===== src/sv/traffic_signal_mode_sequencer_core_macros.svh =====
// Assertion macros for the traffic signal mode sequencer.
// Depends on a clock named clk and an active-low reset named arst_n in scope.
`ifndef TRAFFIC_SIGNAL_MODE_SEQUENCER_CORE_MACROS_SVH
`define TRAFFIC_SIGNAL_MODE_SEQUENCER_CORE_MACROS_SVH

`ifndef SYNTHESIS

// Condition holds at every clock edge out of reset
`define TSMS_ASSERT(lbl, cond) \
	lbl: assert property (@(posedge clk) disable iff (!arst_n) (cond)) \
		else $error("tsms: invariant violated");

// Antecedent implies consequent in the same cycle
`define TSMS_ASSERT_IMP(lbl, ante, cons) \
	lbl: assert property (@(posedge clk) disable iff (!arst_n) (ante) |-> (cons)) \
		else $error("tsms: implication violated");

// Antecedent implies consequent in the next cycle
`define TSMS_ASSERT_NXT(lbl, ante, cons) \
	lbl: assert property (@(posedge clk) disable iff (!arst_n) (ante) |=> (cons)) \
		else $error("tsms: next-cycle implication violated");

`else

`define TSMS_ASSERT(lbl, cond)
`define TSMS_ASSERT_IMP(lbl, ante, cons)
`define TSMS_ASSERT_NXT(lbl, ante, cons)

`endif

`endif


===== src/sv/tsms_pkg.sv =====
// Shared types and constants for the traffic signal mode sequencer.
// No dependencies.
package tsms_pkg;

	// Default width of the tick counter
	localparam int COUNT_BITS_DEF = 16;

	// Configuration register file
	localparam int REG_W    = 16;
	localparam int REG_IX_W = 2;
	localparam logic [REG_IX_W-1:0] REG_INTRO_TICKS = 2'd0;
	localparam logic [REG_IX_W-1:0] REG_PHASE_TICKS = 2'd1;
	localparam logic [REG_W-1:0] INTRO_TICKS_RST = 16'd1000;
	localparam logic [REG_W-1:0] PHASE_TICKS_RST = 16'd4001;

	// Item commands
	typedef enum logic [1:0] {
		CMD_TICK    = 2'd0,
		CMD_KEY     = 2'd1,
		CMD_DENSITY = 2'd2,
		CMD_UNUSED  = 2'd3
	} cmd_t;

	// Run modes
	typedef enum logic [1:0] {
		MODE_SELECT  = 2'd0,
		MODE_AUTO    = 2'd1,
		MODE_NORMAL  = 2'd2,
		MODE_DENSITY = 2'd3
	} mode_t;

	// Keypad codes in mode select
	localparam logic [3:0] KEY_SEL_AUTO    = 4'd1;
	localparam logic [3:0] KEY_SEL_NORMAL  = 4'd2;
	localparam logic [3:0] KEY_SEL_DENSITY = 4'd4;
	// Keypad codes in normal mode
	localparam logic [3:0] KEY_RUN_EW      = 4'd1;
	localparam logic [3:0] KEY_RUN_NS      = 4'd2;
	localparam logic [3:0] KEY_RUN_BACK    = 4'd8;

	// Phase indexes that open a signal pair, and the last phase index
	localparam logic [1:0] PH_EW_PAIR = 2'd0;
	localparam logic [1:0] PH_NS_PAIR = 2'd2;
	localparam logic [1:0] PH_LAST    = 2'd3;

	// Messages
	localparam logic [3:0] MSG_SIGNAL_BASE = 4'd4;
	localparam logic [3:0] MSG_IDLE        = 4'd8;

endpackage


===== src/sv/traffic_signal_mode_sequencer_core.sv =====
// Top level of the traffic signal mode sequencer: word register, state update, result register.
// Depends on tsms_pkg and traffic_signal_mode_sequencer_core_macros.svh.
//
//  channel | handshake             | payload
//  --------+-----------------------+------------------------------------------------
//  in      | in_valid / in_ready   | command, key_value, density_ew, density_ns
//  out     | out_valid / out_ready | message, mode, wants_key, wants_density
//  cfg     | cfg_valid / cfg_ready | cfg_index, cfg_data (cfg_ready always high)
//
// One word per cycle sustained while out_ready stays high; a result passes through the input register,
// then the state update into the result register, where it waits for out_ready.
// in_ready falls only while both the input register and the result register hold
// a word and out_ready is low.
// Asynchronous reset starts the intro sequence with intro_ticks 1000, phase_ticks 4001.
`include "traffic_signal_mode_sequencer_core_macros.svh"

module traffic_signal_mode_sequencer_core #(
	parameter int COUNT_BITS = tsms_pkg::COUNT_BITS_DEF
) (
	input  logic                        clk,
	input  logic                        arst_n,
	input  logic                        in_valid,
	output logic                        in_ready,
	input  logic [1:0]                  command,
	input  logic [3:0]                  key_value,
	input  logic [9:0]                  density_ew,
	input  logic [9:0]                  density_ns,
	output logic                        out_valid,
	input  logic                        out_ready,
	output logic [3:0]                  message,
	output logic [1:0]                  mode,
	output logic                        wants_key,
	output logic                        wants_density,
	input  logic                        cfg_valid,
	output logic                        cfg_ready,
	input  logic [tsms_pkg::REG_IX_W-1:0] cfg_index,
	input  logic [tsms_pkg::REG_W-1:0]    cfg_data
);

	// Compare width covers both the counter plus one and the longest intro length
	localparam int CMP_W = (COUNT_BITS + 1 > tsms_pkg::REG_W + 1) ?
		COUNT_BITS + 1 : tsms_pkg::REG_W + 1;
	localparam logic [CMP_W-1:0] CNT_CAP = CMP_W'({1'b1, {COUNT_BITS{1'b0}}});

	// Input register
	logic                 valid_s1;
	tsms_pkg::cmd_t       cmd_s1;
	logic [3:0]           key_s1;
	logic [9:0]           ew_s1;
	logic [9:0]           ns_s1;

	// Result register
	logic                 out_valid_s2;
	logic [3:0]           message_s2;
	logic [1:0]           mode_s2;
	logic                 wants_key_s2;
	logic                 wants_density_s2;

	// Configuration and sequencer state
	logic [tsms_pkg::REG_W-1:0] intro_ticks_q;
	logic [tsms_pkg::REG_W-1:0] phase_ticks_q;
	tsms_pkg::mode_t      run_mode_q, run_mode_d;
	logic [1:0]           phase_idx_q, phase_idx_d;
	logic [COUNT_BITS-1:0] tick_cnt_q, tick_cnt_d;
	logic                 intro_done_q, intro_done_d;
	logic                 active_q, active_d;

	logic                 advance;
	logic                 step;
	logic [tsms_pkg::REG_W:0] base_len;
	logic [CMP_W-1:0]     limit;
	logic [CMP_W-1:0]     cnt_next;

	logic [3:0]           message_d;
	logic                 wants_key_d;
	logic                 wants_density_d;

	// Handshake: result stage drains or is empty, input stage follows
	assign advance   = !out_valid_s2 || out_ready;
	assign in_ready  = !valid_s1 || advance;
	assign step      = valid_s1 && advance;
	assign cfg_ready = 1'b1;

	// Capture incoming word
	always_ff @(posedge clk or negedge arst_n) begin
		if (!arst_n) begin
			valid_s1 <= 1'b0;
		end else if (in_ready) begin
			valid_s1 <= in_valid;
		end
	end

	always_ff @(posedge clk) begin
		if (in_ready && in_valid) begin
			cmd_s1 <= tsms_pkg::cmd_t'(command);
			key_s1 <= key_value;
			ew_s1  <= density_ew;
			ns_s1  <= density_ns;
		end
	end

	// Configuration writes; unknown indexes drop
	always_ff @(posedge clk or negedge arst_n) begin
		if (!arst_n) begin
			intro_ticks_q <= tsms_pkg::INTRO_TICKS_RST;
			phase_ticks_q <= tsms_pkg::PHASE_TICKS_RST;
		end else if (cfg_valid) begin
			if (cfg_index == tsms_pkg::REG_INTRO_TICKS) begin
				intro_ticks_q <= cfg_data;
			end else if (cfg_index == tsms_pkg::REG_PHASE_TICKS) begin
				phase_ticks_q <= cfg_data;
			end
		end
	end

	// Length of the running message, at least one tick, at most the counter range
	always_comb begin
		if (intro_done_q) begin
			base_len = {1'b0, phase_ticks_q};
		end else if (phase_idx_q == 2'd0) begin
			base_len = {1'b0, intro_ticks_q} + 17'd1;
		end else begin
			base_len = {1'b0, intro_ticks_q};
		end
		limit = CMP_W'(base_len);
		if (limit == '0) begin
			limit = CMP_W'(1);
		end else if (limit > CNT_CAP) begin
			limit = CNT_CAP;
		end
		cnt_next = CMP_W'(tick_cnt_q) + CMP_W'(1);
	end

	// Next state
	always_comb begin
		run_mode_d   = run_mode_q;
		phase_idx_d  = phase_idx_q;
		tick_cnt_d   = tick_cnt_q;
		intro_done_d = intro_done_q;
		active_d     = active_q;
		if (step) begin
			unique case (cmd_s1)
				tsms_pkg::CMD_TICK: begin
					if (active_q) begin
						if (cnt_next < limit) begin
							tick_cnt_d = cnt_next[COUNT_BITS-1:0];
						end else begin
							tick_cnt_d = '0;
							if (!intro_done_q) begin
								if (phase_idx_q == tsms_pkg::PH_LAST) begin
									intro_done_d = 1'b1;
									active_d     = 1'b0;
									phase_idx_d  = 2'd0;
								end else begin
									phase_idx_d = phase_idx_q + 2'd1;
								end
							end else if (run_mode_q == tsms_pkg::MODE_AUTO) begin
								phase_idx_d = phase_idx_q + 2'd1;
							end else if (!phase_idx_q[0]) begin
								phase_idx_d = phase_idx_q + 2'd1;
							end else begin
								active_d    = 1'b0;
								phase_idx_d = 2'd0;
							end
						end
					end
				end
				tsms_pkg::CMD_KEY: begin
					if (!active_q) begin
						unique case (run_mode_q)
							tsms_pkg::MODE_SELECT: begin
								unique case (key_s1)
									tsms_pkg::KEY_SEL_AUTO: begin
										run_mode_d  = tsms_pkg::MODE_AUTO;
										phase_idx_d = tsms_pkg::PH_EW_PAIR;
										tick_cnt_d  = '0;
										active_d    = 1'b1;
									end
									tsms_pkg::KEY_SEL_NORMAL:  run_mode_d = tsms_pkg::MODE_NORMAL;
									tsms_pkg::KEY_SEL_DENSITY: run_mode_d = tsms_pkg::MODE_DENSITY;
									default: ;
								endcase
							end
							tsms_pkg::MODE_NORMAL: begin
								unique case (key_s1)
									tsms_pkg::KEY_RUN_EW: begin
										phase_idx_d = tsms_pkg::PH_EW_PAIR;
										tick_cnt_d  = '0;
										active_d    = 1'b1;
									end
									tsms_pkg::KEY_RUN_NS: begin
										phase_idx_d = tsms_pkg::PH_NS_PAIR;
										tick_cnt_d  = '0;
										active_d    = 1'b1;
									end
									tsms_pkg::KEY_RUN_BACK: run_mode_d = tsms_pkg::MODE_SELECT;
									default: ;
								endcase
							end
							default: ;
						endcase
					end
				end
				tsms_pkg::CMD_DENSITY: begin
					if (!active_q && run_mode_q == tsms_pkg::MODE_DENSITY) begin
						phase_idx_d = (ew_s1 >= ns_s1) ? tsms_pkg::PH_EW_PAIR :
							tsms_pkg::PH_NS_PAIR;
						tick_cnt_d  = '0;
						active_d    = 1'b1;
					end
				end
				default: ;
			endcase
		end
	end

	// Result fields from the state after the word
	always_comb begin
		if (!active_d) begin
			message_d = tsms_pkg::MSG_IDLE;
		end else if (!intro_done_d) begin
			message_d = {2'b00, phase_idx_d};
		end else begin
			message_d = tsms_pkg::MSG_SIGNAL_BASE + {2'b00, phase_idx_d};
		end
		wants_key_d     = !active_d && (run_mode_d == tsms_pkg::MODE_SELECT ||
			run_mode_d == tsms_pkg::MODE_NORMAL);
		wants_density_d = !active_d && run_mode_d == tsms_pkg::MODE_DENSITY;
	end

	// Hold sequencer state
	always_ff @(posedge clk or negedge arst_n) begin
		if (!arst_n) begin
			run_mode_q   <= tsms_pkg::MODE_SELECT;
			phase_idx_q  <= 2'd0;
			tick_cnt_q   <= '0;
			intro_done_q <= 1'b0;
			active_q     <= 1'b1;
		end else begin
			run_mode_q   <= run_mode_d;
			phase_idx_q  <= phase_idx_d;
			tick_cnt_q   <= tick_cnt_d;
			intro_done_q <= intro_done_d;
			active_q     <= active_d;
		end
	end

	// Result register
	always_ff @(posedge clk or negedge arst_n) begin
		if (!arst_n) begin
			out_valid_s2 <= 1'b0;
		end else if (advance) begin
			out_valid_s2 <= valid_s1;
		end
	end

	always_ff @(posedge clk) begin
		if (step) begin
			message_s2       <= message_d;
			mode_s2          <= run_mode_d;
			wants_key_s2     <= wants_key_d;
			wants_density_s2 <= wants_density_d;
		end
	end

	assign out_valid     = out_valid_s2;
	assign message       = message_s2;
	assign mode          = mode_s2;
	assign wants_key     = wants_key_s2;
	assign wants_density = wants_density_s2;

	// Checks
	`TSMS_ASSERT(a_wants_exclusive, !(wants_key_d && wants_density_d))
	`TSMS_ASSERT_IMP(a_idle_count_clear, !active_q, tick_cnt_q == '0)
	`TSMS_ASSERT_IMP(a_intro_in_select, !intro_done_q, run_mode_q == tsms_pkg::MODE_SELECT)
	`TSMS_ASSERT_IMP(a_stall_cause, !in_ready, valid_s1 && out_valid_s2 && !out_ready)
	`TSMS_ASSERT_NXT(a_step_fills_result, step, out_valid_s2)

endmodule

===== config.mk =====
export PLATFORM = sky130hd
export DESIGN_NAME = traffic_signal_mode_sequencer_core
export DESIGN_NICKNAME = d
export VERILOG_FILES = /design/src/sv/tsms_pkg.sv /design/src/sv/traffic_signal_mode_sequencer_core.sv
export VERILOG_INCLUDE_DIRS = /design/src /design/src/sv
export SDC_FILE = /design/constraint.sdc
export NUM_CORES = 1
export LEC_CHECK = 0
export BUFFER_PORTS_ARGS = -buffer_cell sky130_fd_sc_hd__clkbuf_2
export CELL_PAD_IN_SITES_DETAIL_PLACEMENT = 2
export CELL_PAD_IN_SITES_GLOBAL_PLACEMENT = 2
export CORE_MARGIN = 4
export CORE_UTILIZATION = 40
export CTS_CLUSTER_SIZE = 14
export DETAILED_ROUTE_END_ITERATION = 10
export HOLD_SLACK_MARGIN = 0.1
export PLACE_DENSITY = 0.82
export RECOVER_POWER = 50
export SLEW_MARGIN = 10
export SYNTH_ARGS = -nofsm -noshare
export SYNTH_HDL_FRONTEND = slang
export SYNTH_SLANG_ARGS = --single-unit

===== constraint.sdc =====
create_clock -name clk -period 9.1 [get_ports clk]
set_input_delay 0.91 -clock clk [delete_from_list [all_inputs] [get_ports clk]]
set_output_delay 0.91 -clock clk [all_outputs]
set_load 0.01 [all_outputs]

**Word-level counts from Yosys, hierarchy flattened**

Cells that the tools add are included.

- Add/sub/neg operators: 4
- $lt $le $gt $ge: 3
- Equal/unequal tests: 19
- Muxes and demuxes: 52
- Bitwise operators: 1
- Reductions and logical operators: 24

Operators by type and width:

| operator | count |
|---|---|
| $mux 16 | 6 |
| $mux 17 | 4 |
| $pmux 16 s3 | 1 |
| $add 16x1->17 const B | 2 |
| $pmux 16 s2 | 1 |
| $mux 2 | 15 |
| $gt 17x17->1 const B | 1 |
| $logic_not 17->1 | 1 |
| $lt 17x17->1 | 1 |
| $mux 1 | 17 |
| $eq 2x2->1 const B | 6 |
| $pmux 2 s2 | 3 |
| $pmux 2 s3 | 2 |
| $ge 10x10->1 | 1 |
| $logic_not 2->1 | 5 |
| $reduce_and 8->1 | 1 |
| $eq 2x1->1 const B | 3 |
| $ne 2x2->1 const B | 3 |
| $ne 3x3->1 const B | 2 |
| $logic_and 1x1->1 | 5 |
| $add 3x2->4 const A | 1 |
| $eq 4x1->1 const B | 1 |
| $eq 4x2->1 const B | 1 |
| $eq 4x3->1 const B | 1 |
| other kinds (13) | 19 |

- Flip-flop bits (word level): 90
- Bits of input ports: 49
- Logic and storage cells: 121

**Depth between registers and ports, before layout**

- Depth after elaboration: 13
- Gate-level depth with buffers: 22

**Worst setup path before layout**

OpenSTA, ideal clock, no wires.

- Path type: reg-to-reg
- Start point: register phase_idx_q[0]
- End point: register message_s2[1], in the netlist message[1], data pin
- Setup time: 0.270 ns
- Data arrival time: 4.409 ns
- Data required time: 8.830 ns
- Setup slack: 4.421 ns
- Cell stages (with the launch flop): 22
- Cell sequence: dfrtp_1 -> inv_1 -> ha_1 -> buf_2 -> and4_1 -> xnor2_1 -> o22ai_1 -> or4bb_1 -> nor4b_4 -> nand2_1 -> xnor2_1 -> nand2_1 -> ha_1 -> a21oi_1 -> o21ai_0 -> a221oi_1 -> o221ai_1 -> a211oi_1 -> a31oi_1 -> mux2i_1 -> a221o_1 -> nor2b_1

- Cells in the longest elaborated chain, start to end: 13
- Elaborated cells on any way between the ends: 39
- Classes of those cells: add/sub: 2; order compare: 2; eq/ne: 1; mux: 32; reduce/logical: 2

RTL lines:

| item | RTL line | text |
|---|---|---|
| start, declared | traffic_signal_mode_sequencer_core.sv:63 | `logic [1:0] phase_idx_q, phase_idx_d;` |
| start signal, assigned | traffic_signal_mode_sequencer_core.sv:241 | `phase_idx_q <= phase_idx_d;` |
| $logic_not 2->1 | traffic_signal_mode_sequencer_core.sv:120 | `end else if (phase_idx_q == 2'd0) begin` |
| $mux 17 | traffic_signal_mode_sequencer_core.sv:120 |  |
| $mux 17 | traffic_signal_mode_sequencer_core.sv:118 | `if (intro_done_q) begin` |
| $gt 17x17->1 | traffic_signal_mode_sequencer_core.sv:128 | `end else if (limit > CNT_CAP) begin` |
| $mux 17 | traffic_signal_mode_sequencer_core.sv:128 |  |
| $mux 17 | traffic_signal_mode_sequencer_core.sv:126 | `if (limit == '0) begin` |
| $lt 17x17->1 | traffic_signal_mode_sequencer_core.sv:145 | `if (cnt_next < limit) begin` |
| $mux 2 (*) | traffic_signal_mode_sequencer_core.sv:145 |  |
| $mux 2 (*) | traffic_signal_mode_sequencer_core.sv:144 | `if (active_q) begin` |
| $pmux 2 s3 (*) | traffic_signal_mode_sequencer_core.sv:142 | `unique case (cmd_s1)` |
| $mux 2 (*) | traffic_signal_mode_sequencer_core.sv:141 | `if (step) begin` |
| named net phase_idx_d[1] | traffic_signal_mode_sequencer_core.sv:63 |  |
| $add 3x2->4 | traffic_signal_mode_sequencer_core.sv:224 | `message_d = tsms_pkg::MSG_SIGNAL_BASE + {2'b00, phase_idx_d};` |
| $mux 4 (*) | traffic_signal_mode_sequencer_core.sv:221 | `end else if (!intro_done_d) begin` |
| end signal, assigned | traffic_signal_mode_sequencer_core.sv:259 | `message_s2 <= message_d;` |
| end, declared | traffic_signal_mode_sequencer_core.sv:54 | `logic [3:0] message_s2;` |

Mark *: on every way through the listed nets, which the timed path passes. The rest lies on a longest branch.
A chain may end at the register's enable or synchronous reset.

**Worst setup path after layout**

Ends and elaborated chain as after synthesis.

==> flow_summary.json <==
{
  "grt_pass1_wl_um": 24100,
  "ant_nets": 0,
  "root_buffer": "clkbuf_16",
  "die_h_um": 123,
  "fin_crit_sh_pct": 60.4,
  "syn-cell-area_um2": 5290,
  "netlist_top_cells_area": "dfrtp_1 20%, edfxtp_1 19%, ha_1 8.3%",
  "crit_buf_inv": 1,
  "syn_to_final_growth_pct": 13.9,
  "path_depth": 20,
  "slowest_stage": "nor4_2",
  "status": "finished with violations",
  "grt.total_usage_pct": 20.7,
  "slew_headroom_pct": -110,
  "synth_edf_count": 34,
  "cts.sinks": 90,
  "rsz0062_at_grt": "false",
  "die_area_um2": 15100,
  "critical_path_class": "flop to flop",
  "ys.flop_type": "dfrtp_1",
  "port_buffers": 58,
  "holdCritPathClass": "flop to flop",
  "finalSetupViolations": 0,
  "met2_usage_pct": 38.7,
  "synth_warnings": 0,
  "drc_errors": 0,
  "grt_use_met3_pct": 3.61,
  "fin_crit_ns": 5.49,
  "place_ws_ns": 3.66,
  "drtIter0Drc": 141,
  "grt_start_max_net_pins": 57,
  "fin_area_um2": 6020,
  "ys_ff_latch": 90,
  "num_vias": 4010,
  "wl_per_cell_um": 19.7,
  "slowest_delay_ns": 0.50,
  "max_freq_ghz": 0.182,
  "postSynthCellCount": 505,
  "top_usage_layer": "met2",
  "peakVddDrop_mv": 0.109,
  "postCtsHoldBufs": 0,
  "clk_pin_slew_ns": 0.07,
  "syn_nets": 589,
  "tightestPinTransition_ns": 3.15,
  "synth_cell_types": 62,
  "drive_above_1_share_pct": 23.2,
  "ctsHtreeMaxLevel": 3,
  "cp_top_family": "compound AO/OA/AOI/OAI gates",
  "r2r_setup_slack_ns": 3.61,
  "dpl_cell_area_um2": 5740,
  "violations": "max-capacitance violations, max-slew violations",
  "cts_tree": "yes",
  "slew_viol_final": 57,
  "gr-total-overflow": 0,
  "power_mw": 1.12,
  "path_cells": "inv_1 > ha_1 > nand4_1 > or3_1 > xor2_1 > o21ai_0 > nor4_2 > nand2_1 > xnor2_1 > nand2_1 > ha_1 > a21oi_1 > o21ai_0 > a221oi_1 > o221ai_1 > a211oi_1 > a31oi_1 > mux2i_1 > a221o_1 > nor2b_1",
  "antenna_found_initial": 0,
  "reg2reg_depth": 20,
  "seq_area_frac_synth_pct": 46.1,
  "routabilityCongestion": 0.801,
  "hold_viol_final": 0,
  "initial_core_util_pct": 41.4,
  "power_leakage_nw": 2.56,
  "cap_viol_max_count": 1,
  "syn_avg_cell_area_um2": 10.5,
  "first_global_vias": 4643,
  "post_cts_buffers": 0,
  "final_net_count": 643,
  "coreArea_um2": 12800,
  "pin_count": 60,
  "cp.required_ns": 9.18,
  "cp.arrival_ns": 5.57,
  "synth_async_sr_flop_share_pct": 62.2,
  "cp_max_fo": 7,
  "finClkSkew_ns": 0.00647,
  "power.density_nw_per_um2": 185,
  "numCtsBuffers": 9,
  "routed_wl_um": 14500,
  "start_kind": "flop",
  "tns_ns": 0,
  "fin_ws_ns": 3.61,
  "hold_depth": 1,
  "rows": 41,
  "die_x_um": 123,
  "viasPerCell": 5.45,
  "yosys.area.top_type": "dfrtp_1",
  "diodes": 0,
  "clockBufferDepth": 2,
  "grt_util_met1_pct": 23.8,
  "synth_top_area_share_pct": 19.9,
  "dr.pass1.iters": 4,
  "endpoint_kind": "flop",
  "dpl.hpwl_um": 11000,
  "clk_latency_ns": 0.36,
  "cts_resized": 0
}
## Yosys cell counts, drive strengths merged, types with 8 or more instances
library cell,count
a21o,12
xnor2,19
mux2i,9
ha,35
nand2,58
o21ai,30
buf,10
dfrtp,42
nand4,10
nor3,8
inv,30
clkbuf,9
edfxtp,34
a21oi,22
xor2,10
nand3,31
nor4,9
mux2,32
nor2,18
dfstp,14
## layer usage
metal | wire (um) | share of wire (%) | vias to the layer above
met2 | 7920 | 55 | 53
met4 | 238 | 1.6 | 0
met5 | 0 | 0 | -
met1 | 5920 | 41 | 2014
li1 | - | - | 1925
met3 | 409 | 2.8 | 18
## placed cells by master (no fill, tap or decap), types with 9 or more instances in the layout
cell type  synthesis  routed
a21o_1            12      12
a21oi_1           21      21
clkbuf_16          0       9
clkbuf_2           0      56
dfrtp_1           42      42
dfstp_2           14      14
edfxtp_1          34      34
ha_1              35      35
inv_1             30      30
mux2_2            32      32
mux2i_1            9       9
nand2_1           58      58
nand3_1           29      29
nor2_1            18      18
o21ai_0           28      28
xnor2_1           19      19
xor2_1            10      10
## state kept, by name, summed over array words and instances, names as in the netlist, 4 cells and up
register,count
intro_ticks_q,16
phase_ticks_q,16
ns_s1,10
ew_s1,10
key_s1,4
tick_cnt_q,16
message,4
## metrics by stage
step           std cells  utilization, %  hold WS, ns
6_report             736            47.2        0.496
5_1_grt              736            47.2        0.540
4_1_cts              736            47.3        0.510
3_5_place_dp         720            44.9        0.504
3_3_place_gp         720            44.9        0.471
2_1_floorplan        505               -        0.450
## logic make-up after synthesis
kind of cell	share of synthesized area [%]
xor gates and xnor gates	4.80
muxes	8.51
AOI/OAI and AO/OA	11.5
DFF	46.1
and+or+nand+nor	16.9
buffers and inverters	3.86
adders and majority gates	8.28
other	0.0709
## final timing paths
path                           startpoint                to
hold reg to reg                  valid_s1         out_valid
min in group asynchronous          arst_n     tick_cnt_q[2]
hold / removal                   valid_s1         out_valid
max in group asynchronous          arst_n  intro_ticks_q[0]
setup reg to reg           phase_idx_q[0]        message[1]
setup / recovery           phase_idx_q[0]        message[1]
## where the power goes
part / total [mW] / internal, mW / switching, mW
logic: 0.204 / 0.0905 / 0.114
clock network: 0.385 / 0.216 / 0.169
registers: 0.526 / 0.473 / 0.0527
total: 1.12 / 0.780 / 0.336
## cell type report
type	count	area, um2
Timing Repair Buffer	62	310
Multi-Input combinational cell	366	2650
Fill cell	1303	6750
Sequential cell	90	2440
Tap cell	172	215
Inverter	30	113
Clock buffer	10	229
Clock inverter	6	71.3
Power figures use the tool's default switching activity.
